<file path="src/hw/rtl/ted_pkg.sv">
// shared types, format codes and the utf-8 lead decode for the text encoding detector
package ted_pkg;

   localparam int unsigned ByteWidth   = 8;
   localparam int unsigned FormatWidth = 2;
   localparam int unsigned LeftWidth   = 3;

   typedef logic [ByteWidth-1:0]   byte_type;
   typedef logic [FormatWidth-1:0] format_type;
   typedef logic [LeftWidth-1:0]   left_type;

   localparam format_type FMT_ASCII   = 2'd0;
   localparam format_type FMT_UTF8    = 2'd1;
   localparam format_type FMT_GBK     = 2'd2;
   localparam format_type FMT_UNKNOWN = 2'd3;

   localparam byte_type GBK_LEAD_LO  = 8'h81;
   localparam byte_type GBK_TRAIL_LO = 8'h40;
   localparam byte_type GBK_HI       = 8'hFE;

   // one input item as it sits in the input register
   typedef struct packed {
      byte_type data_byte;
      logic     no_byte;
      logic     last_byte;
   } item_type;

   typedef struct packed {
      logic     valid;
      left_type len;
   } utf8_lead_type;

   // continuation bytes owed after a utf-8 lead (old forms, up to six bytes)
   function automatic utf8_lead_type utf8_lead(input byte_type b);
      utf8_lead_type r;
      r.valid = 1'b1;
      r.len   = '0;
      if ((b & 8'hFE) == 8'hFC) begin
         r.len = 3'd5;
      end else if ((b & 8'hFC) == 8'hF8) begin
         r.len = 3'd4;
      end else if ((b & 8'hF8) == 8'hF0) begin
         r.len = 3'd3;
      end else if ((b & 8'hF0) == 8'hE0) begin
         r.len = 3'd2;
      end else if ((b & 8'hE0) == 8'hC0) begin
         r.len = 3'd1;
      end else begin
         r.valid = 1'b0;
      end
      return r;
   endfunction

endpackage

</file>
<file path="src/hw/rtl/ted_if.sv">
// valid/ready channel interfaces for the detector's byte input and format output
interface ted_req_if;
   logic                 valid;
   logic                 ready;
   ted_pkg::byte_type    data_byte;
   logic                 no_byte;
   logic                 last_byte;

   modport source (output valid, output data_byte, output no_byte, output last_byte,
                   input ready);
   modport sink   (input valid, input data_byte, input no_byte, input last_byte,
                   output ready);
endinterface

interface ted_rsp_if;
   logic                 valid;
   logic                 ready;
   ted_pkg::format_type  format;

   modport source (output valid, output format, input ready);
   modport sink   (input valid, input format, output ready);
endinterface

</file>
<file path="src/hw/rtl/text_encoding_detector.sv">
// top level of the text encoding detector: input register, validators, result register
//
//   channel  dir  transfer                          payload
//   req_bus  in   one byte of the string            data_byte[7:0], no_byte, last_byte
//   rsp_bus  out  one verdict per string            format[1:0]
//
// one byte per cycle unless the input register holds its byte; the verdict for a
// string is loaded into the result register at the edge its last item leaves the
// input register, and rsp_bus.valid comes straight from the result register.
// synchronous active-high reset clears both valid flags and the validator state.
// while a verdict waits, non-last bytes keep flowing; only a second last item holds.
module text_encoding_detector (
   input  logic          clock,
   input  logic          reset,
   ted_req_if.sink       req_bus,
   ted_rsp_if.source     rsp_bus
);

   logic                 req_valid_ff;
   ted_pkg::item_type    req_item_ff;
   logic                 rsp_valid_ff;
   ted_pkg::format_type  rsp_format_ff;
   ted_pkg::format_type  format;
   logic                 out_free;
   logic                 advance;

   assign out_free      = !rsp_valid_ff || rsp_bus.ready;
   assign advance       = req_valid_ff && (!req_item_ff.last_byte || out_free);
   assign req_bus.ready = !req_valid_ff || advance;

   always_ff @(posedge clock) begin
      if (reset) begin
         req_valid_ff <= 1'b0;
      end else if (req_bus.ready) begin
         req_valid_ff <= req_bus.valid;
      end
   end

   always_ff @(posedge clock) begin
      if (req_bus.ready && req_bus.valid) begin
         req_item_ff.data_byte <= req_bus.data_byte;
         req_item_ff.no_byte   <= req_bus.no_byte;
         req_item_ff.last_byte <= req_bus.last_byte;
      end
   end

   ted_check u_check (
      .clock   (clock),
      .reset   (reset),
      .advance (advance),
      .item    (req_item_ff),
      .format  (format)
   );

   always_ff @(posedge clock) begin
      if (reset) begin
         rsp_valid_ff <= 1'b0;
      end else if (advance && req_item_ff.last_byte) begin
         rsp_valid_ff <= 1'b1;
      end else if (rsp_bus.ready) begin
         rsp_valid_ff <= 1'b0;
      end
   end

   always_ff @(posedge clock) begin
      if (advance && req_item_ff.last_byte) begin
         rsp_format_ff <= format;
      end
   end

   assign rsp_bus.valid  = rsp_valid_ff;
   assign rsp_bus.format = rsp_format_ff;

endmodule

</file>
<file path="src/hw/rtl/ted_check.sv">
// ascii, utf-8 and gbk validator state with the per-byte update and the final verdict
module ted_check (
   input  logic                clock,
   input  logic                reset,
   input  logic                advance,
   input  ted_pkg::item_type   item,
   output ted_pkg::format_type format
);

   logic               ascii_ok_ff, ascii_ok_in;
   logic               utf8_ok_ff, utf8_ok_in;
   ted_pkg::left_type  utf8_left_ff, utf8_left_in;
   logic               gbk_ok_ff, gbk_ok_in;
   logic               gbk_want_ff, gbk_want_in;
   ted_pkg::utf8_lead_type lead;
   ted_pkg::byte_type  b;

   assign b    = item.data_byte;
   assign lead = ted_pkg::utf8_lead(b);

   always_comb begin
      ascii_ok_in  = ascii_ok_ff;
      utf8_ok_in   = utf8_ok_ff;
      utf8_left_in = utf8_left_ff;
      gbk_ok_in    = gbk_ok_ff;
      gbk_want_in  = gbk_want_ff;
      if (!item.no_byte) begin
         if (b[7]) begin
            ascii_ok_in = 1'b0;
         end
         if (utf8_ok_ff) begin
            if (utf8_left_ff != '0) begin
               if (b[7:6] != 2'b10) begin
                  utf8_ok_in = 1'b0;
               end else begin
                  utf8_left_in = utf8_left_ff - 3'd1;
               end
            end else if (b[7]) begin
               if (!lead.valid) begin
                  utf8_ok_in = 1'b0;
               end else begin
                  utf8_left_in = lead.len;
               end
            end
         end
         if (gbk_ok_ff) begin
            if (gbk_want_ff) begin
               if (b < ted_pkg::GBK_TRAIL_LO || b > ted_pkg::GBK_HI) begin
                  gbk_ok_in = 1'b0;
               end
               gbk_want_in = 1'b0;
            end else if (b[7]) begin
               if (b < ted_pkg::GBK_LEAD_LO || b > ted_pkg::GBK_HI) begin
                  gbk_ok_in = 1'b0;
               end else begin
                  gbk_want_in = 1'b1;
               end
            end
         end
      end
   end

   // a cut-off sequence at the end fails its validator
   always_comb begin
      if (ascii_ok_in) begin
         format = ted_pkg::FMT_ASCII;
      end else if (utf8_ok_in && utf8_left_in == '0) begin
         format = ted_pkg::FMT_UTF8;
      end else if (gbk_ok_in && !gbk_want_in) begin
         format = ted_pkg::FMT_GBK;
      end else begin
         format = ted_pkg::FMT_UNKNOWN;
      end
   end

   always_ff @(posedge clock) begin
      if (reset || (advance && item.last_byte)) begin
         ascii_ok_ff  <= 1'b1;
         utf8_ok_ff   <= 1'b1;
         utf8_left_ff <= '0;
         gbk_ok_ff    <= 1'b1;
         gbk_want_ff  <= 1'b0;
      end else if (advance) begin
         ascii_ok_ff  <= ascii_ok_in;
         utf8_ok_ff   <= utf8_ok_in;
         utf8_left_ff <= utf8_left_in;
         gbk_ok_ff    <= gbk_ok_in;
         gbk_want_ff  <= gbk_want_in;
      end
   end

endmodule
</file>
<file path="src/flat_wrapper.sv">
// flat-port wrapper written by rule: the top's interface ports become plain ports
module text_encoding_detector_flat 
  (clock, reset, req_bus_valid, req_bus_data_byte, req_bus_no_byte, req_bus_last_byte, req_bus_ready, rsp_bus_valid, rsp_bus_format, rsp_bus_ready);
  ted_req_if req_bus_i ();
  ted_rsp_if rsp_bus_i ();
  input  logic clock;
  input  logic reset;
  input wire logic [$bits(req_bus_i.valid)-1:0] req_bus_valid;
  input wire logic [$bits(req_bus_i.data_byte)-1:0] req_bus_data_byte;
  input wire logic [$bits(req_bus_i.no_byte)-1:0] req_bus_no_byte;
  input wire logic [$bits(req_bus_i.last_byte)-1:0] req_bus_last_byte;
  output wire logic [$bits(req_bus_i.ready)-1:0] req_bus_ready;
  output wire logic [$bits(rsp_bus_i.valid)-1:0] rsp_bus_valid;
  output wire logic [$bits(rsp_bus_i.format)-1:0] rsp_bus_format;
  input wire logic [$bits(rsp_bus_i.ready)-1:0] rsp_bus_ready;
  assign req_bus_i.valid = req_bus_valid;
  assign req_bus_i.data_byte = req_bus_data_byte;
  assign req_bus_i.no_byte = req_bus_no_byte;
  assign req_bus_i.last_byte = req_bus_last_byte;
  assign req_bus_ready = req_bus_i.ready;
  assign rsp_bus_valid = rsp_bus_i.valid;
  assign rsp_bus_format = rsp_bus_i.format;
  assign rsp_bus_i.ready = rsp_bus_ready;
  text_encoding_detector u_core (.clock(clock), .reset(reset), .req_bus(req_bus_i), .rsp_bus(rsp_bus_i));
endmodule
</file>
<file path="config.mk">
export PLATFORM = sky130hd
export DESIGN_NAME = text_encoding_detector_flat
export DESIGN_NICKNAME = d
export VERILOG_FILES = /design/src/hw/rtl/ted_pkg.sv /design/src/hw/rtl/ted_if.sv /design/src/hw/rtl/text_encoding_detector.sv /design/src/hw/rtl/ted_check.sv /design/src/flat_wrapper.sv
export SDC_FILE = /design/constraint.sdc
export NUM_CORES = 1
export LEC_CHECK = 0
export ABC_AREA = 1
export BUFFER_PORTS_ARGS = -buffer_cell sky130_fd_sc_hd__buf_4
export CORE_MARGIN = 2
export CORE_UTILIZATION = 45
export DETAILED_ROUTE_END_ITERATION = 8
export PLACE_DENSITY = 0.66
export RECOVER_POWER = 50
export SLEW_MARGIN = 5
export SYNTH_ARGS = -nofsm -noshare
export SYNTH_HDL_FRONTEND = slang
export SYNTH_SLANG_ARGS = --single-unit
</file>
<file path="constraint.sdc">
create_clock -name clock -period 3.4 [get_ports clock]
set_input_delay 0.34 -clock clock [delete_from_list [all_inputs] [get_ports clock]]
set_output_delay 0.34 -clock clock [all_outputs]
set_load 0.03 [all_outputs]
</file>
Word-level counts from Yosys, hierarchy flattened. Index checks and enable logic that the tools add are counted.

Flip-flop bits (word level): 21. Input bits: 14.

$add $sub $neg: 1. $lt $le $gt $ge: 3. Eq/ne operators: 6. Mux-type cells: 38. Reduce and logical (&&, ||, !) cells: 19.

Operator list (number): 1-bit 2-to-1 mux (28); 3-bit 2-to-1 mux (8); 8-bit > comparator (second input constant) (1); 8-bit by 7-bit < comparator with 1-bit output (second input constant) (1); 8-bit < comparator (second input constant) (1); 7-bit == test (second input constant) (1); 6-bit == test (second input constant) (1); 1-bit logical OR (6); 5-bit == test (second input constant) (1); 1-bit logical AND (5); 4-bit == test (second input constant) (1); 1-bit logical NOT (4); 2-bit 2-to-1 mux (2); 3-bit == test (second input constant) (1); 3-bit logical NOT (1); 3-bit nonzero test (1); 3-bit by 1-bit subtractor with 3-bit output (second input constant) (1); 2-bit inequality test (second input constant) (1); 2-bit nonzero test (1); 2-bit OR reduction (1).

Depth between registers and ports, before layout.
Word-level depth: 14. Gate-level depth with buffers: 12. Gate-level depth less buffers: 12.

Hierarchy. A second synthesis with hierarchy kept.

Cells, all modules: 152. Area total of the unflattened synthesis: 1209.9 µm².

By module, submodules not included: ted_check (times used 1, cells each 121, area each 728.2 µm², seq. area each 140.1 µm²); text_encoding_detector (times used 1, cells each 31, area each 481.7 µm², seq. area each 400.4 µm²).

Worst setup path after synthesis. No wires, ideal clock.

Path kind: register to register. From: register u_core.rsp_valid_ff, in the netlist u_core.rsp_bus.valid. To: register u_core.req_item_ff[0] (netlist name), enable pin. Data arrival time: 1.311 ns. Required time: 3.116 ns. Slack: 1.805 ns. Cell stages (with the launch flop): 6. Buffers on the path: 0. Period minus slack after synthesis: 1.595 ns. Cells stage by stage: dfxtp_1 > inv_1 > nor2_1 > nand3_1 > nand2_1 > inv_1.

Cells in the longest elaborated chain, start to end: 6.

RTL lines: start, declared (RTL line text_encoding_detector.sv:21) `logic rsp_valid_ff;`; start signal, assigned (RTL line text_encoding_detector.sv:57) `rsp_valid_ff <= 1'b0;`; start signal, assigned (RTL line text_encoding_detector.sv:59) `rsp_valid_ff <= 1'b1;`; start signal, assigned (RTL line text_encoding_detector.sv:61) `rsp_valid_ff <= 1'b0;`; 1-bit logical NOT (RTL line text_encoding_detector.sv:27) `assign out_free = !rsp_valid_ff || rsp_bus.ready;`; 1-bit logical OR (RTL line text_encoding_detector.sv:27); 1-bit logical OR (RTL line text_encoding_detector.sv:28) `assign advance = req_valid_ff && (!req_item_ff.last_byte || out_free);`; 1-bit logical AND (RTL line text_encoding_detector.sv:28); 1-bit logical OR (RTL line text_encoding_detector.sv:29) `assign req_bus.ready = !req_valid_ff || advance;`; net req_bus_ready (RTL line flat_wrapper.sv:12) `output wire logic [$bits(req_bus_i.ready)-1:0] req_bus_ready;`; 1-bit logical AND (RTL line text_encoding_detector.sv:40) `if (req_bus.ready && req_bus.valid) begin`; end, declared (RTL line text_encoding_detector.sv:20) `ted_pkg::item_type req_item_ff;`.

The timed path passes the listed nets, and every way through them passes these cells. A chain may end at the register's enable or synchronous reset.

Final worst setup path.
From: register u_core.u_check.utf8_left_ff[1]. To: register u_core.rsp_format_ff[1], in the netlist u_core.rsp_bus.format[1] (data pin).

Cells in the longest elaborated chain, start to end: 8. Elaborated cells between the ends (all ways): 14. Those cells by class: add/sub: 1; mux: 9; reduce/logical: 4.

RTL lines: start, declared (RTL line ted_check.sv:12) `ted_pkg::left_type utf8_left_ff, utf8_left_in;`; start signal, assigned (RTL line ted_check.sv:86) `utf8_left_ff <= utf8_left_in;`; 3-bit by 1-bit subtractor with 3-bit output / 3-bit 2-to-1 mux (equally long branches) (RTL line ted_check.sv:36, ted_check.sv:39); 3-bit 2-to-1 mux, on equally long branches (RTL line ted_check.sv:33, ted_check.sv:38); 3-bit 2-to-1 mux (RTL line ted_check.sv:32) `if (utf8_left_ff != '0) begin`; 3-bit 2-to-1 mux (RTL line ted_check.sv:31) `if (utf8_ok_ff) begin`; 3-bit 2-to-1 mux (RTL line ted_check.sv:27) `if (!item.no_byte) begin`; 3-bit logical NOT (RTL line ted_check.sv:67) `end else if (utf8_ok_in && utf8_left_in == '0) begin`; 1-bit logical AND * (RTL line ted_check.sv:67); 2-bit OR reduction (no line) *; end signal, assigned (RTL line text_encoding_detector.sv:67) `rsp_format_ff <= format;`; end, declared (RTL line text_encoding_detector.sv:22) `ted_pkg::format_type rsp_format_ff;`.

Mark *: on every way between the ends. The rest lies on a longest branch, timed or not.

==> impl_metrics.yaml <==
run_status:
  status: "completed"
grt:
  grt_pass1_wl_microns: 3560
  antenna_found_initial: 0
  grt_util_all_layers_pct: 17.1
  grt_max_degree: 12
  grt_overflow: 0
  grt_pass1_vias: 854
logic_synthesis:
  ys_ff_latch: 21
  ys_warn_count: 0
  ys.flop_type: "edfxtp_1"
  ys_seq_area_share_pct: 47.1
  synth_nets: 166
  synth_edf_count: 12
  avgSynthCellArea_sq_um: 7.66
  yosys.area.top_type: "edfxtp_1"
  synth.most_common_cell: "nand2_1"
  yosysUniqueCellTypes: 23
  synth_common_cells: "nand2_1 (38), inv_1 (24), nor2_1 (13)"
  yosysTopAreaCellShare_pct: 31.4
  synth_cells: 150
  yosys-top-cells-area: "edfxtp_1 (31%), dfxtp_1 (16%), nand2_1 (12%)"
  syn_area_sq_um: 1150
  synthArstFlopShare_pct: 0
cts:
  cts_buffers: 3
  cts_tree: "yes"
  path_clk_slew_ns: 0.11
  cts.repair.resized: 0
  clock_latency_ns: 0.30
  cts_sinks: 21
  cts_hold_buf: 0
  postCtsSetupBuffers: 0
  cts-root-buf: "clkbuf_4"
  clockBufferDepth: 2
  htreeDepth: 1
timing:
  finalCriticalPeriod_ns: 1.77
  hold_violations: 0
  max_freq_ghz: 0.566
  fin_setup_tns_ns: 0
  setup_viol: 0
  tightest_slew_ns: 0.362
  finClkSkew_ns: 0.00699
  slew_headroom_pct: 75.9
  rsz0062_at_grt: "no"
  post-route-period-util_pct: 52.0
  fin_ws_ns: 1.63
  drv_slew: 0
power_and_ir_drop:
  power_frac_seq_pct: 58.5
  leakage_nw: 0.655
  peakVddDrop_mv: 0.297
  netSwitchingFraction_pct: 27.5
  power_frac_comb_pct: 18.0
  p_int_w: 0.000363
  power.share.clock_pct: 23.5
  powerDensity_nw_per_um2: 380
  switchingPower_w: 0.000138
critical_path:
  reg2regPathDepth: 12
  cpMaxStageDelayCell: "dfxtp_1"
  cp-end-kind: "flip-flop"
  r2r-start: "u_core.u_check.utf8_left_ff[1]"
  r2r-end: "u_core.rsp_bus.format[1]"
  cp.required_ns: 3.48
  cp_max_fo: 5
  max_stage_delay_ns: 0.39
  path_class: "flip-flop to flip-flop"
  crit_end: "u_core.rsp_bus.format[1]"
  path_common_cell: "nand2_1"
  startpoint: "u_core.u_check.utf8_left_ff[1]"
  startpoint_type: "flip-flop"
  r2r_slack_ns: 1.63
  worstPathCellList: "inv_1 > ha_1 > nand2_1 > inv_1 > nand2_1 > o21ai_1 > nand2_1 > nand2_1 > nor2_2 > nand3_2 > nand2_1 > inv_1"
  crit_arrival_ns: 1.85
detailed_routing:
  drt-total-wl_microns: 2150
  wl_met1_microns: 1060
  drc: 0
  wl_met3_microns: 56
  avgViaCountPerCell: 4.93
  num_vias: 985
  firstDrtPassIters: 4
  drt_iter0_drc: 26
  ant_nets: 0
  wl_per_cell_microns: 10.7
  wl_met2_microns: 1000
  highest_layer: "met4"
floorplan:
  fp.dieW_microns: 54.5
  core-area_sq_um: 2450
  initial_core_util_pct: 46.8
  rows: 18
  die_area_sq_um: 2970
  num_io_pins: 18
  die_height_microns: 54.5
layout:
  antenna_cells: 0
  multi_input_area_sq_um: 495
  seqCellArea_sq_um: 541
  syn_to_final_growth_pct: 14.7
  layout-drive-gt1-share_pct: 15.9
  nets: 187
  fillers: 222
placement:
  port_buffers: 17
  dp_hpwl_microns: 1660
  pre_cts_ws_ns: 1.67
  gp_congestion: 0.820
worst_hold_path:
  hold_depth: 2
  hold_class: "input port to flip-flop"
job:
  drv_cap: 0
==> worst min-delay path by stage <==
stage / start / endpoint / slack (ns)
6_report: reset / u_core.req_valid_ff / 0.18
3_5_place_dp: u_core.u_check.ascii_ok_ff / u_core.u_check.ascii_ok_ff / 0.46
2_1_floorplan: reset / u_core.req_valid_ff / 0.41
5_1_grt: reset / u_core.req_valid_ff / 0.18
4_1_cts: reset / u_core.req_valid_ff / 0.18
3_3_place_gp: u_core.u_check.ascii_ok_ff / u_core.u_check.ascii_ok_ff / 0.45
==> flip-flops by register name (all words and copies together), names as in the netlist <==
register / flops
u_core.req_item_ff: 10
u_core.u_check.utf8_left_ff: 3
u_core.rsp_bus.format: 2
u_core.req_valid_ff: 1
u_core.rsp_bus.valid: 1
u_core.u_check.ascii_ok_ff: 1
u_core.u_check.gbk_ok_ff: 1
u_core.u_check.gbk_want_ff: 1
u_core.u_check.utf8_ok_ff: 1
==> power groups by stage <==
stage / sequential, W / clock, W / combinational, W
finish: 0.000293 / 0.000118 / 0.0000899
global route: 0.000295 / 0.000131 / 0.000103
CTS: 0.000293 / 0.000122 / 0.0000916
detailed placement: 0.000298 / 0 / 0.0000908
global placement: 0.000298 / 0 / 0.0000886
floorplan: 0.000298 / 0 / 0.0000643
==> area by class of cell <==
class,count,area share [%]
Multi-Input combinational cell,101,37.6
Tap cell,30,2.85
Sequential cell,21,41.0
Timing Repair Buffer,17,8.83
Inverter,27,7.69
Clock buffer,4,1.99
==> placed cells by master (no fill, tap or decap), drive strengths merged <==
cell and count:
a21oi 11, a31oi 1, buf 4, clkbuf 17
dfxtp 9, edfxtp 12, ha 2, inv 27
nand2 41, nand3 12, nand4 3, nor2 15
nor3 1, o211ai 2, o21ai 13
==> worst max-delay path: cells and delay by family, from the launching register on <==
kind | cells | cell delay [ns]
AOI/OAI and AO/OA | 1 | 0.07
adders and majority gates | 1 | 0.21
buffers and inverters | 3 | 0.24
DFF | 1 | 0.39
and+or+nand+nor | 7 | 0.63
==> metrics by stage <==
stage	power, W	std cells	util [%]	hold slack (ns)	cell area (sq um)
final	0.000500	200	53.7	0.185	1320
after global routing	0.000529	200	53.7	0.176	1320
after CTS	0.000506	200	54.1	0.180	1330
after detailed placement	0.000389	196	53.1	0.456	1300
after global placement	0.000387	196	53.1	0.454	1300
after floorplan	0.000362	150	-	0.409	1150
==> per-layer routing <==
layer,GRT usage [%],vias to the layer above
met2,26.7,17
met3,3.28,4
met5,0,-
met1,22.9,440
li1,-,524
met4,7.50,0
==> cell families after synthesis <==
group / share of synthesized area [%]
buffers and inverters: 9.80
DFF: 47.1
adders and majority gates: 2.18
and+or+nand+nor: 28.0
AOI/OAI and AO/OA: 13.0
Note: power is estimated with default switching activity, not from simulation.
